==> src/rtl/core/fsfct_pkg.sv <==
// ---------------------------------------------------------------------------
// Free-chunk table package
// Types and constants shared by the free-chunk table search block.
// ---------------------------------------------------------------------------
package fsfct_pkg;

   localparam int unsigned ADDR_W   = 32;
   localparam int unsigned SIZE_W   = 32;
   localparam int unsigned INDEX_W  = 6;
   localparam int unsigned USED_W   = 7;
   localparam int unsigned MODE_W   = 3;
   localparam int unsigned STATUS_W = 2;
   localparam int unsigned WIDE_W   = 13;
   localparam int unsigned REQ_DATA_W = 72;
   localparam int unsigned RSP_DATA_W = 80;

   typedef enum logic [MODE_W-1:0] {
      MODE_APPEND = 3'd0,
      MODE_ERASE  = 3'd1,
      MODE_FIND   = 3'd2,
      MODE_FIRST  = 3'd3,
      MODE_BEST   = 3'd4,
      MODE_WORST  = 3'd5
   } mode_type;

   typedef enum logic [STATUS_W-1:0] {
      ST_OK        = 2'd0,
      ST_NOT_FOUND = 2'd1,
      ST_FULL      = 2'd2,
      ST_BAD_INDEX = 2'd3
   } status_type;

   typedef enum logic [2:0] {
      S_IDLE,
      S_START,
      S_ERASE,
      S_SCAN,
      S_RESOLVE,
      S_SHRINK,
      S_RESP
   } state_type;

   typedef struct packed {
      logic [ADDR_W-1:0] addr;
      logic [SIZE_W-1:0] size;
   } entry_type;

endpackage

==> src/rtl/core/fit_search_free_chunk_table.sv <==
// ---------------------------------------------------------------------------
// Free-chunk table with first, best and worst fit
// Ordered table of chunks held in one synchronous memory and walked by a
// small sequencer, one entry per cycle.
// ---------------------------------------------------------------------------
// An item is accepted only once the previous result has been loaded, so
// the block takes no new item before it is through with the last one. A
// fit that splits a chunk writes the remainder and then shrinks the entry.
// The walk is set by the single read port of the entry memory. Reset
// empties the table at once; the memory is not cleared.
// ---------------------------------------------------------------------------
module fit_search_free_chunk_table
   import fsfct_pkg::*;
#(
   parameter int unsigned TABLE_DEPTH = 64
) (
   input  logic                  clock,
   input  logic                  reset,
   input  logic                  req_tvalid,
   output logic                  req_tready,
   // chunk_address [31:0], chunk_size [63:32], entry_index [69:64], zero fill
   input  logic [REQ_DATA_W-1:0] req_tdata,
   // mode [2:0]
   input  logic [MODE_W-1:0]     req_tuser,
   output logic                  rsp_tvalid,
   input  logic                  rsp_tready,
   // found_index [5:0], found_address [37:6], found_size [69:38],
   // entries_used [76:70], zero fill
   output logic [RSP_DATA_W-1:0] rsp_tdata,
   // status [1:0]
   output logic [STATUS_W-1:0]   rsp_tuser
);

   localparam int unsigned IDX_W = (TABLE_DEPTH > 1) ? $clog2(TABLE_DEPTH) : 1;
   localparam int unsigned CNT_W = $clog2(TABLE_DEPTH + 1);

   // The table itself: one entry per chunk, read data registered.
   entry_type mem [TABLE_DEPTH];
   entry_type rd_data_ff;
   logic             mem_we;
   logic [IDX_W-1:0] mem_waddr;
   entry_type        mem_wdata;
   logic [IDX_W-1:0] mem_raddr;

   always_ff @(posedge clock) begin
      if (mem_we) begin
         mem[mem_waddr] <= mem_wdata;
      end
      rd_data_ff <= mem[mem_raddr];
   end

   state_type state_ff, state_in;
   logic [CNT_W-1:0] count_ff, count_in;
   logic [IDX_W-1:0] rd_addr_ff, rd_addr_in;

   // Captured request.
   mode_type          mode_ff, mode_in;
   logic [ADDR_W-1:0] req_addr_ff, req_addr_in;
   logic [SIZE_W-1:0] req_size_ff, req_size_in;
   logic [INDEX_W-1:0] req_index_ff, req_index_in;

   // Best candidate of a walk, or the matched entry.
   logic              pick_valid_ff, pick_valid_in;
   logic [IDX_W-1:0]  pick_idx_ff, pick_idx_in;
   entry_type         pick_ff, pick_in;
   entry_type         removed_ff, removed_in;

   // Result waiting for the output register.
   status_type        res_status_ff, res_status_in;
   logic [IDX_W-1:0]  res_idx_ff, res_idx_in;
   entry_type         res_ff, res_in;

   // Output register.
   logic              rsp_valid_ff, rsp_valid_in;
   status_type        rsp_status_ff, rsp_status_in;
   logic [INDEX_W-1:0] rsp_idx_ff, rsp_idx_in;
   entry_type         rsp_entry_ff, rsp_entry_in;
   logic [USED_W-1:0] rsp_used_ff, rsp_used_in;

   logic req_fire;
   logic slot_free;
   logic full;
   logic more;
   logic is_first;
   logic hit;
   logic take;
   logic split;

   assign req_fire  = req_tvalid && req_tready;
   assign slot_free = !rsp_valid_ff || rsp_tready;
   assign full      = (count_ff == CNT_W'(TABLE_DEPTH));
   assign more      = (CNT_W'(rd_addr_ff) + CNT_W'(1)) < count_ff;
   assign is_first  = (rd_addr_ff == IDX_W'(req_index_ff));
   assign split     = pick_ff.size > req_size_ff;

   // Compare of the entry that has just come out of the memory.
   always_comb begin
      hit  = 1'b0;
      take = 1'b0;
      case (mode_ff)
         MODE_FIND: begin
            hit = (rd_data_ff.addr == req_addr_ff);
         end
         MODE_FIRST: begin
            hit = (rd_data_ff.size >= req_size_ff);
         end
         MODE_BEST: begin
            hit  = (rd_data_ff.size == req_size_ff);
            take = (rd_data_ff.size > req_size_ff)
                   && (!pick_valid_ff || rd_data_ff.size < pick_ff.size);
         end
         MODE_WORST: begin
            take = (rd_data_ff.size >= req_size_ff)
                   && (!pick_valid_ff || rd_data_ff.size > pick_ff.size);
         end
         default: begin
            hit  = 1'b0;
            take = 1'b0;
         end
      endcase
   end

   // Next state.
   always_comb begin
      state_in = state_ff;
      case (state_ff)
         S_IDLE: begin
            if (req_fire) begin
               state_in = S_START;
            end
         end
         S_START: begin
            case (mode_ff)
               MODE_ERASE: begin
                  state_in = (WIDE_W'(req_index_ff) >= WIDE_W'(count_ff)) ? S_RESP : S_ERASE;
               end
               MODE_FIND, MODE_FIRST, MODE_BEST, MODE_WORST: begin
                  state_in = (count_ff == '0) ? S_RESP : S_SCAN;
               end
               default: begin
                  state_in = S_RESP;
               end
            endcase
         end
         S_ERASE: begin
            if (!more) begin
               state_in = S_RESP;
            end
         end
         S_SCAN: begin
            if (hit) begin
               state_in = S_RESOLVE;
            end else if (!more) begin
               state_in = (pick_valid_ff || take) ? S_RESOLVE : S_RESP;
            end
         end
         S_RESOLVE: begin
            state_in = (mode_ff != MODE_FIND && split && !full) ? S_SHRINK : S_RESP;
         end
         S_SHRINK: begin
            state_in = S_RESP;
         end
         S_RESP: begin
            if (slot_free) begin
               state_in = S_IDLE;
            end
         end
         default: begin
            state_in = S_IDLE;
         end
      endcase
   end

   // Datapath and memory control.
   always_comb begin
      req_tready    = (state_ff == S_IDLE) && !reset;
      count_in      = count_ff;
      rd_addr_in    = rd_addr_ff;
      mode_in       = mode_ff;
      req_addr_in   = req_addr_ff;
      req_size_in   = req_size_ff;
      req_index_in  = req_index_ff;
      pick_valid_in = pick_valid_ff;
      pick_idx_in   = pick_idx_ff;
      pick_in       = pick_ff;
      removed_in    = removed_ff;
      res_status_in = res_status_ff;
      res_idx_in    = res_idx_ff;
      res_in        = res_ff;
      rsp_valid_in  = rsp_valid_ff && !rsp_tready;
      rsp_status_in = rsp_status_ff;
      rsp_idx_in    = rsp_idx_ff;
      rsp_entry_in  = rsp_entry_ff;
      rsp_used_in   = rsp_used_ff;
      mem_we        = 1'b0;
      mem_waddr     = IDX_W'(count_ff);
      mem_wdata     = '{addr: req_addr_ff, size: req_size_ff};
      mem_raddr     = rd_addr_ff;

      case (state_ff)
         S_IDLE: begin
            if (req_fire) begin
               mode_in      = mode_type'(req_tuser);
               req_addr_in  = req_tdata[ADDR_W-1:0];
               req_size_in  = req_tdata[ADDR_W+SIZE_W-1:ADDR_W];
               req_index_in = req_tdata[ADDR_W+SIZE_W+INDEX_W-1:ADDR_W+SIZE_W];
            end
         end
         S_START: begin
            pick_valid_in = 1'b0;
            res_status_in = ST_NOT_FOUND;
            res_idx_in    = '0;
            res_in        = '0;
            case (mode_ff)
               MODE_APPEND: begin
                  if (full) begin
                     res_status_in = ST_FULL;
                  end else begin
                     mem_we        = 1'b1;
                     count_in      = count_ff + CNT_W'(1);
                     res_status_in = ST_OK;
                     res_idx_in    = IDX_W'(count_ff);
                     res_in        = '{addr: req_addr_ff, size: req_size_ff};
                  end
               end
               MODE_ERASE: begin
                  if (WIDE_W'(req_index_ff) >= WIDE_W'(count_ff)) begin
                     res_status_in = ST_BAD_INDEX;
                  end else begin
                     mem_raddr  = IDX_W'(req_index_ff);
                     rd_addr_in = IDX_W'(req_index_ff);
                  end
               end
               MODE_FIND, MODE_FIRST, MODE_BEST, MODE_WORST: begin
                  mem_raddr  = '0;
                  rd_addr_in = '0;
               end
               default: begin
                  res_status_in = ST_NOT_FOUND;
               end
            endcase
         end
         S_ERASE: begin
            if (is_first) begin
               removed_in = rd_data_ff;
            end else begin
               mem_we    = 1'b1;
               mem_waddr = rd_addr_ff - IDX_W'(1);
               mem_wdata = rd_data_ff;
            end
            if (more) begin
               mem_raddr  = rd_addr_ff + IDX_W'(1);
               rd_addr_in = rd_addr_ff + IDX_W'(1);
            end else begin
               count_in      = count_ff - CNT_W'(1);
               res_status_in = ST_OK;
               res_idx_in    = IDX_W'(req_index_ff);
               res_in        = is_first ? rd_data_ff : removed_ff;
            end
         end
         S_SCAN: begin
            if (hit || take) begin
               pick_valid_in = 1'b1;
               pick_idx_in   = rd_addr_ff;
               pick_in       = rd_data_ff;
            end
            if (!hit && more) begin
               mem_raddr  = rd_addr_ff + IDX_W'(1);
               rd_addr_in = rd_addr_ff + IDX_W'(1);
            end
         end
         S_RESOLVE: begin
            res_status_in = ST_OK;
            res_idx_in    = pick_idx_ff;
            res_in        = pick_ff;
            if (mode_ff != MODE_FIND && split) begin
               if (full) begin
                  res_status_in = ST_FULL;
                  res_idx_in    = '0;
                  res_in        = '0;
               end else begin
                  // Remainder goes to the end of the table.
                  mem_we    = 1'b1;
                  mem_wdata = '{addr: pick_ff.addr + req_size_ff,
                                size: pick_ff.size - req_size_ff};
                  count_in  = count_ff + CNT_W'(1);
                  res_in    = '{addr: pick_ff.addr, size: req_size_ff};
               end
            end
         end
         S_SHRINK: begin
            mem_we    = 1'b1;
            mem_waddr = pick_idx_ff;
            mem_wdata = '{addr: pick_ff.addr, size: req_size_ff};
         end
         S_RESP: begin
            if (slot_free) begin
               rsp_valid_in  = 1'b1;
               rsp_status_in = res_status_ff;
               rsp_idx_in    = INDEX_W'(res_idx_ff);
               rsp_entry_in  = res_ff;
               rsp_used_in   = USED_W'(count_ff);
            end
         end
         default: begin
            mem_we = 1'b0;
         end
      endcase
   end

   always_ff @(posedge clock) begin
      if (reset) begin
         state_ff     <= S_IDLE;
         count_ff     <= '0;
         rsp_valid_ff <= 1'b0;
      end else begin
         state_ff     <= state_in;
         count_ff     <= count_in;
         rsp_valid_ff <= rsp_valid_in;
      end
   end

   always_ff @(posedge clock) begin
      rd_addr_ff    <= rd_addr_in;
      mode_ff       <= mode_in;
      req_addr_ff   <= req_addr_in;
      req_size_ff   <= req_size_in;
      req_index_ff  <= req_index_in;
      pick_valid_ff <= pick_valid_in;
      pick_idx_ff   <= pick_idx_in;
      pick_ff       <= pick_in;
      removed_ff    <= removed_in;
      res_status_ff <= res_status_in;
      res_idx_ff    <= res_idx_in;
      res_ff        <= res_in;
      rsp_status_ff <= rsp_status_in;
      rsp_idx_ff    <= rsp_idx_in;
      rsp_entry_ff  <= rsp_entry_in;
      rsp_used_ff   <= rsp_used_in;
   end

   assign rsp_tvalid = rsp_valid_ff;
   assign rsp_tuser  = rsp_status_ff;
   assign rsp_tdata  = {3'b000, rsp_used_ff, rsp_entry_ff.size, rsp_entry_ff.addr, rsp_idx_ff};

   // The table never holds more entries than it has room for.
   a_count_bound: assert property (@(posedge clock) disable iff (reset)
      count_ff <= CNT_W'(TABLE_DEPTH))
      else $error("entry count beyond table depth");

   // An accepted item always starts the sequencer.
   a_accept_start: assert property (@(posedge clock) disable iff (reset)
      req_fire |=> state_ff == S_START)
      else $error("accepted item did not start");

   // Leaving the result state always presents a result.
   a_resp_load: assert property (@(posedge clock) disable iff (reset)
      (state_ff == S_RESP && slot_free) |=> rsp_valid_ff)
      else $error("result not presented");

   // A successful append grows the table by one.
   a_append_grow: assert property (@(posedge clock) disable iff (reset)
      (state_ff == S_START && mode_ff == MODE_APPEND && !full)
      |=> count_ff == $past(count_ff) + CNT_W'(1))
      else $error("append did not grow the table");

endmodule
==> config.mk <==
export PLATFORM = sky130hd
export DESIGN_NAME = fit_search_free_chunk_table
export DESIGN_NICKNAME = d
export VERILOG_FILES = /design/src/rtl/core/fsfct_pkg.sv /design/src/rtl/core/fit_search_free_chunk_table.sv
export SDC_FILE = /design/constraint.sdc
export NUM_CORES = 2
export LEC_CHECK = 0
export BUFFER_PORTS_ARGS = -buffer_cell sky130_fd_sc_hd__buf_2
export CELL_PAD_IN_SITES_DETAIL_PLACEMENT = 0
export CELL_PAD_IN_SITES_GLOBAL_PLACEMENT = 1
export CORE_UTILIZATION = 25
export DETAILED_ROUTE_END_ITERATION = 16
export HOLD_SLACK_MARGIN = 0.08
export PLACE_DENSITY = 0.47
export SYNTH_ARGS = -nofsm -noshare
export SYNTH_HDL_FRONTEND = slang
export SYNTH_SLANG_ARGS = --single-unit
==> constraint.sdc <==
create_clock -name clock -period 9.6 [get_ports clock]
set_clock_uncertainty 0.15 [all_clocks]
set_input_delay 0.96 -clock clock [delete_from_list [all_inputs] [get_ports clock]]
set_output_delay 0.96 -clock clock [all_outputs]
set_load 0.03 [all_outputs]
Word level (Yosys, flattened, before mapping)
Memory sizes are Yosys's and may differ from the RTL's. A register that Yosys moved wholly into a read port is not among the register bits.
Cells that the tools add are included.
{"block": "totals", "reg_bits": 376, "mem_bits_rw": 4096, "in_bits": 79, "output_inout_bits": 84, "elab_cells": 152, "n_memories": 1}
{"block": "op_classes", "addsub": 7, "magnitude_cmp": 7, "eq_ne": 23, "n_mux": 59, "reduce_logical": 32}
{"memory": "mem", "words": 64, "word_bits": 64, "read_ports": 1, "rd_clocked_by_memory_dff": 1, "wr": 1, "line": "fit_search_free_chunk_table.sv:38", "rtl": "entry_type mem [TABLE_DEPTH];"}
{"operator": "64-bit 2-to-1 mux", "count": 9}
{"operator": "64-bit case mux with 3 select lines", "count": 2}
{"operator": "32-bit greater-than comparator", "count": 3}
{"operator": "32-bit == test", "count": 2}
{"operator": "6-bit 2-to-1 mux", "count": 9}
{"operator": "6-bit case mux with 3 select lines", "count": 2}
{"operator": "32-bit adder", "count": 1}
{"operator": "32-bit greater-or-equal comparator", "count": 1}
{"operator": "32-bit < comparator", "count": 1}
{"operator": "32-bit subtractor", "count": 1}
{"operator": "7-bit 2-to-1 mux", "count": 4}
{"operator": "6-bit case mux with 2 select lines", "count": 2}
{"operator": "3-bit 2-to-1 mux", "count": 7}
{"operator": "3-bit case mux with 7 select lines", "count": 1}
{"operator": "7-bit case mux with 3 select lines", "count": 1}
{"operator": "3-bit == test (second input constant)", "count": 5}
{"operator": "3-bit by 2-bit == test with 1-bit output (second input constant)", "count": 4}
{"operator": "2-bit 2-to-1 mux", "count": 6}
{"operator": "2-bit != test (second input constant)", "count": 5}
{"operator": "2-bit AND reduction", "count": 5}
{"operator": "1-bit 2-to-1 mux", "count": 9}
{"operator": "1-bit logical AND", "count": 8}
{"operator": "4-bit AND reduction", "count": 2}
{"operator": "6-bit by 1-bit adder with 7-bit output (second input constant)", "count": 1}
{"operator": "25 further kinds", "count": 37}

Depth between registers and ports, before layout
{"block": "depth", "depth_word": 9, "mapped_depth": 23, "ltp_nobuf": 18}

Worst setup path after synthesis
No wires, ideal clock.
{"block": "synth_timing", "path_type": "reg2reg", "start": "reg pick_ff[1] in the netlist's numbering", "end": "reg pick_ff[0] in the netlist's numbering (enable)", "setup_time_ns": 0.584, "arrival_ns": 7.146, "required_ns": 8.866, "setup_slack_ns": 1.720, "stages_incl_launch_ff": 15, "path_buffers": 0, "cell_sequence": "edfxtp_1 -> inv_1 -> ha_1 -> nor2b_1 -> o21a_1 -> o21a_1 -> o21a_1 -> o21a_1 -> o21a_1 -> o21a_1 -> o21a_1 -> o21ai_0 -> a21bo_2 -> o21ai_0 -> nor3_1"}
{"block": "synth_via", "elab_chain_cells": 6, "word_cells_on_any_way": 9}
{"element": "from (decl)", "line": "fit_search_free_chunk_table.sv:65", "rtl": "entry_type pick_ff, pick_in;"}
{"element": "from (signal assigned)", "line": "fit_search_free_chunk_table.sv:331", "rtl": "pick_ff <= pick_in;"}
{"element": "32-bit greater-than comparator / 32-bit < comparator (equally long branches)", "line": "fit_search_free_chunk_table.sv:114, fit_search_free_chunk_table.sv:110"}
{"element": "1-bit logical OR (on tied branches)", "line": "fit_search_free_chunk_table.sv:114, fit_search_free_chunk_table.sv:110"}
{"element": "1-bit logical AND (on tied branches)", "line": "fit_search_free_chunk_table.sv:114, fit_search_free_chunk_table.sv:110"}
{"element": "1-bit case mux with 2 select lines (*)", "line": "fit_search_free_chunk_table.sv:100", "rtl": "case (mode_ff)"}
{"element": "1-bit logical OR (*)", "line": "fit_search_free_chunk_table.sv:262", "rtl": "if (hit || take) begin"}
{"element": "2-bit AND reduction (no source line) (*)"}
Every way passes the cells marked *; elsewhere a longest branch is shown, timed or not.
A chain may end at the register's enable or synchronous reset.

Final worst setup path
{"block": "layout_timing", "start": "reg, netlist name rd_data_ff[17]", "end": "reg, netlist name rd_data_ff[24]"}
{"block": "layout_via", "elab_chain_cells": 6, "word_cells_on_any_way": 7}
{"element": "32-bit greater-or-equal comparator / 32-bit == test (equally long branches)", "line": "fit_search_free_chunk_table.sv:105, fit_search_free_chunk_table.sv:108"}
{"element": "1-bit case mux with 3 select lines (*)", "line": "fit_search_free_chunk_table.sv:100"}
{"element": "1-bit zero test (*)", "line": "fit_search_free_chunk_table.sv:267", "rtl": "if (!hit && more) begin"}
{"element": "1-bit logical AND (*)", "line": "fit_search_free_chunk_table.sv:267"}
{"element": "6-bit 2-to-1 mux (*)", "line": "fit_search_free_chunk_table.sv:267"}
{"element": "6-bit case mux with 3 select lines (*)", "line": "fit_search_free_chunk_table.sv:200", "rtl": "case (state_ff)"}
Marks and branches as above.

==> results.sh <==
export IMPL_area_growth_pct=17.79
export IMPL_crit_path_max_fanout=23
export IMPL_grt_pass1_vias=115800
export IMPL_synth_flop_cell="edfxtp_1"
export IMPL_die_w_um=857.2
export IMPL_power_frac_comb_pct=40.1
export IMPL_gp_congestion=0.7930
export IMPL_track_usage_pct=19.32
export IMPL_critPathLaunchType="flip-flop"
export IMPL_cts_max_level=6
export IMPL_crit_arrival_ns=8.72
export IMPL_post_drt_wl_per_cell_um=30.12
export IMPL_io_buffers=157
export IMPL_yosys_top_cells_area="edfxtp_1, nand2_1, nand3_1"
export IMPL_synth_top_area_share_pct=73.17
export IMPL_grt_busiest_layer="met2"
export IMPL_tns_ns=0
export IMPL_synth_cell_types=79
export IMPL_fillCellCount=73650
export IMPL_tritoncts="built"
export IMPL_postCtsSetupRepairBufs=0
export IMPL_avgViaCountPerCell=4.940
export IMPL_required_ns=10.32
export IMPL_min_period_over_period_pct=83.26
export IMPL_ys_seq_elements=4536
export IMPL_dr_first_iter_drc_count=12270
export IMPL_cp_end_kind="flip-flop"
export IMPL_ant_nets=0
export IMPL_irDropWorstVdd_mv=0.4229
export IMPL_rows=313
export IMPL_gr_usage_met3_pct=2.251
export IMPL_place_hpwl_um=401300
export IMPL_initial_core_util_pct=25.13
export IMPL_clock_path_buffers=4
export IMPL_yosysTopAreaCell="edfxtp_1"
export IMPL_io_pins=163
export IMPL_final_nets=14710
export IMPL_die_area_sq_mm=0.7348
export IMPL_syn_avg_cell_area_sq_um=12.93
export IMPL_drc=0
export IMPL_intPower_uw=46220
export IMPL_drv_cap=0
export IMPL_cts_root_buf="clkbuf_16"
export IMPL_syn_cell_area_sq_mm=0.1828
export IMPL_clock_sinks=4536
export IMPL_die_y_um=857.2
export IMPL_clockPowerShare_pct=24.5
export IMPL_core_sq_mm=0.7276
export IMPL_hp_class="flip-flop to flip-flop"
export IMPL_status="finished, final reports clean"
export IMPL_timing_fmax_ghz=0.1251
export IMPL_leakagePower_uw=0.07358
export IMPL_grt_pass1_wl_um=1002000
export IMPL_overflow=0
export IMPL_max_slew_worst_pin_slew_ns=1.383
export IMPL_route_vias_total=121200
export IMPL_grt_max_degree=136
export IMPL_worstSetupPathType="flip-flop to flip-flop"
export IMPL_max_slew_margin_pct=7.803
export IMPL_hold_violations=0
export IMPL_synthArstFlopShare_pct=0
export IMPL_seq_power_share_pct=35.3
export IMPL_cts_reportedPaths_clkPinSlew_ns=0.06
export IMPL_cts_made_buffers=526
export IMPL_met1_usage_pct=27.70
export IMPL_power_density_mw_per_mm2=368.0
export IMPL_wirelength_um=738700
export IMPL_drive_gt1_share_pct=10.47
export IMPL_min_period_ns=7.993
export IMPL_yosys_top_cells_count="edfxtp_1, nand2_1, nand3_1, clkbuf_1, and3_1"
export IMPL_yosysSeqAreaShare_pct=74.05
export IMPL_ctsResizeCount=0
export IMPL_yosysMostFrequentCell="edfxtp_1"
export IMPL_worstSkewPairLatency_ns=1.09
export IMPL_slew_violations=0
export IMPL_met2_usage_pct=31.09
export IMPL_p_switching_uw=33040
export IMPL_synth_edf_count=4455
export IMPL_p_sw_share_pct=41.69
export IMPL_first_pass_iters=7
export IMPL_total_power_uw=79260
export IMPL_antenna_found_initial=53
export IMPL_rsz0062_at_grt="false"
export IMPL_setup_viol=0
export IMPL_synth_warnings=0
export IMPL_synthCells=14140
-- power by group through the flow --
stage               registers (uW)  logic, uW  clock network, uW
global placement             28400      32000                  0
global route                 28000      34500              20600
detailed placement           28400      32000                  0
CTS                          28000      32100              19900
finish                       28000      31800              19500
floorplan                    28100      18500                  0
-- critical path: stages (launching register included) --
cell and delay, ns:
dfxtp_1 0.91, ha_1 0.29, nand4_1 0.12, nor4b_1 0.68, buf_4 0.25, nand2_1 0.05
o21ai_0 0.27, o31a_1 0.32, or3_2 0.22, nand2_4 0.13, a221oi_4 0.64, buf_4 0.43
or3_1 0.79, nand2b_4 0.82, o22ai_1 0.20, nor4_1 0.42, and3_1 0.92
-- routing by layer --
metal,wire length [um],vias up
met5,27,-
met4,20180,4
met3,40040,844
met2,340800,3728
met1,337600,63620
li1,-,52960
-- layout make-up --
type                       count  area [sq um]  share of cell area, %
clock inverter               222          2019                 0.9377
inverter                     127         504.2                 0.2341
sequential                  4536        135400                  62.87
multi-input combinational   8575         44630                  20.72
timing repair buffer         712          6441                  2.991
antenna                       27         67.56                0.03137
clock buffer                 719         14280                  6.632
tap                         9607         12020                  5.581
-- flip-flops by register name (all words and copies together), names as in the netlist, 2 cells and up --
name	count
count_ff	7
mem	4096
mode_ff	3
pick_ff	64
pick_idx_ff	6
rd_addr_ff	6
rd_data_ff	64
removed_ff	64
req_addr_ff	32
req_index_ff	6
req_size_ff	32
res_ff	64
res_idx_ff	6
res_status_ff	2
rsp_idx_ff	6
rsp_tdata	64
rsp_tuser	2
rsp_used_ff	7
state_ff	3
-- through the flow --
stage | setup WS [ns] | hold slack (ns) | std cells | util (%) | instance area, sq um
after floorplan | 1.720 | 0.2503 | 14140 | - | 182800
after global routing | 1.486 | 0.2707 | 24500 | 29.59 | 215300
final | 1.607 | 0.2650 | 24530 | 29.60 | 215400
after CTS | 1.724 | 0.2641 | 24500 | 29.59 | 215300
after global placement | 1.656 | 0.2513 | 23480 | 27.24 | 198200
after detailed placement | 1.743 | 0.2545 | 23480 | 27.24 | 198200
-- placed cells by master (no fill, tap or decap), types with 97 or more instances in the layout --
| cell | Yosys | final |
|---|---|---|
| nand3_1 | 1382 | 1379 |
| nand2_1 | 4263 | 4260 |
| o22ai_1 | 137 | 136 |
| a21oi_1 | 222 | 218 |
| and3_1 | 570 | 570 |
| clkbuf_16 | 0 | 538 |
| edfxtp_1 | 4455 | 4455 |
| a311oi_1 | 256 | 256 |
| a31oi_1 | 411 | 411 |
| buf_2 | 84 | 157 |
| inv_1 | 122 | 108 |
| buf_4 | 5 | 376 |
| nor3_1 | 175 | 170 |
| ha_1 | 148 | 148 |
| clkbuf_1 | 707 | 167 |
| nor2_1 | 168 | 97 |
| clkinv_1 | 0 | 97 |
| buf_12 | 0 | 104 |
-- cell families after synthesis --
logic type | after synthesis | share of synthesized area, %
simple gates | 6792 | 16.20
flops | 4536 | 74.05
compound gates | 1439 | 5.483
buf+inv | 1031 | 2.201
fa+ha+maj | 151 | 1.046
xor+xnor | 104 | 0.4982
mux | 86 | 0.5153
other cells | 1 | 0.002051
-- worst paths after layout --
kind	slack, ns	depth (start not counted)	end	startpoint
setup / recovery	1.61	16	rd_data_ff[24]$_DFF_P_	rd_data_ff[17]$_DFF_P_
hold / removal	0.26	0	rsp_tuser[1]$_DFFE_PP_	res_status_ff[1]$_DFFE_PP_
setup reg to reg	1.61	16	rd_data_ff[24]$_DFF_P_	rd_data_ff[17]$_DFF_P_
hold reg to reg	0.26	0	rsp_tuser[1]$_DFFE_PP_	res_status_ff[1]$_DFFE_PP_
-- timing repair --
item                       4_1_cts  5_1_grt
setup endpoints to repair        0        0
hold endpoints to repair        84        0
hold buffers                    75        0
(Power assumes the default switching activity.)
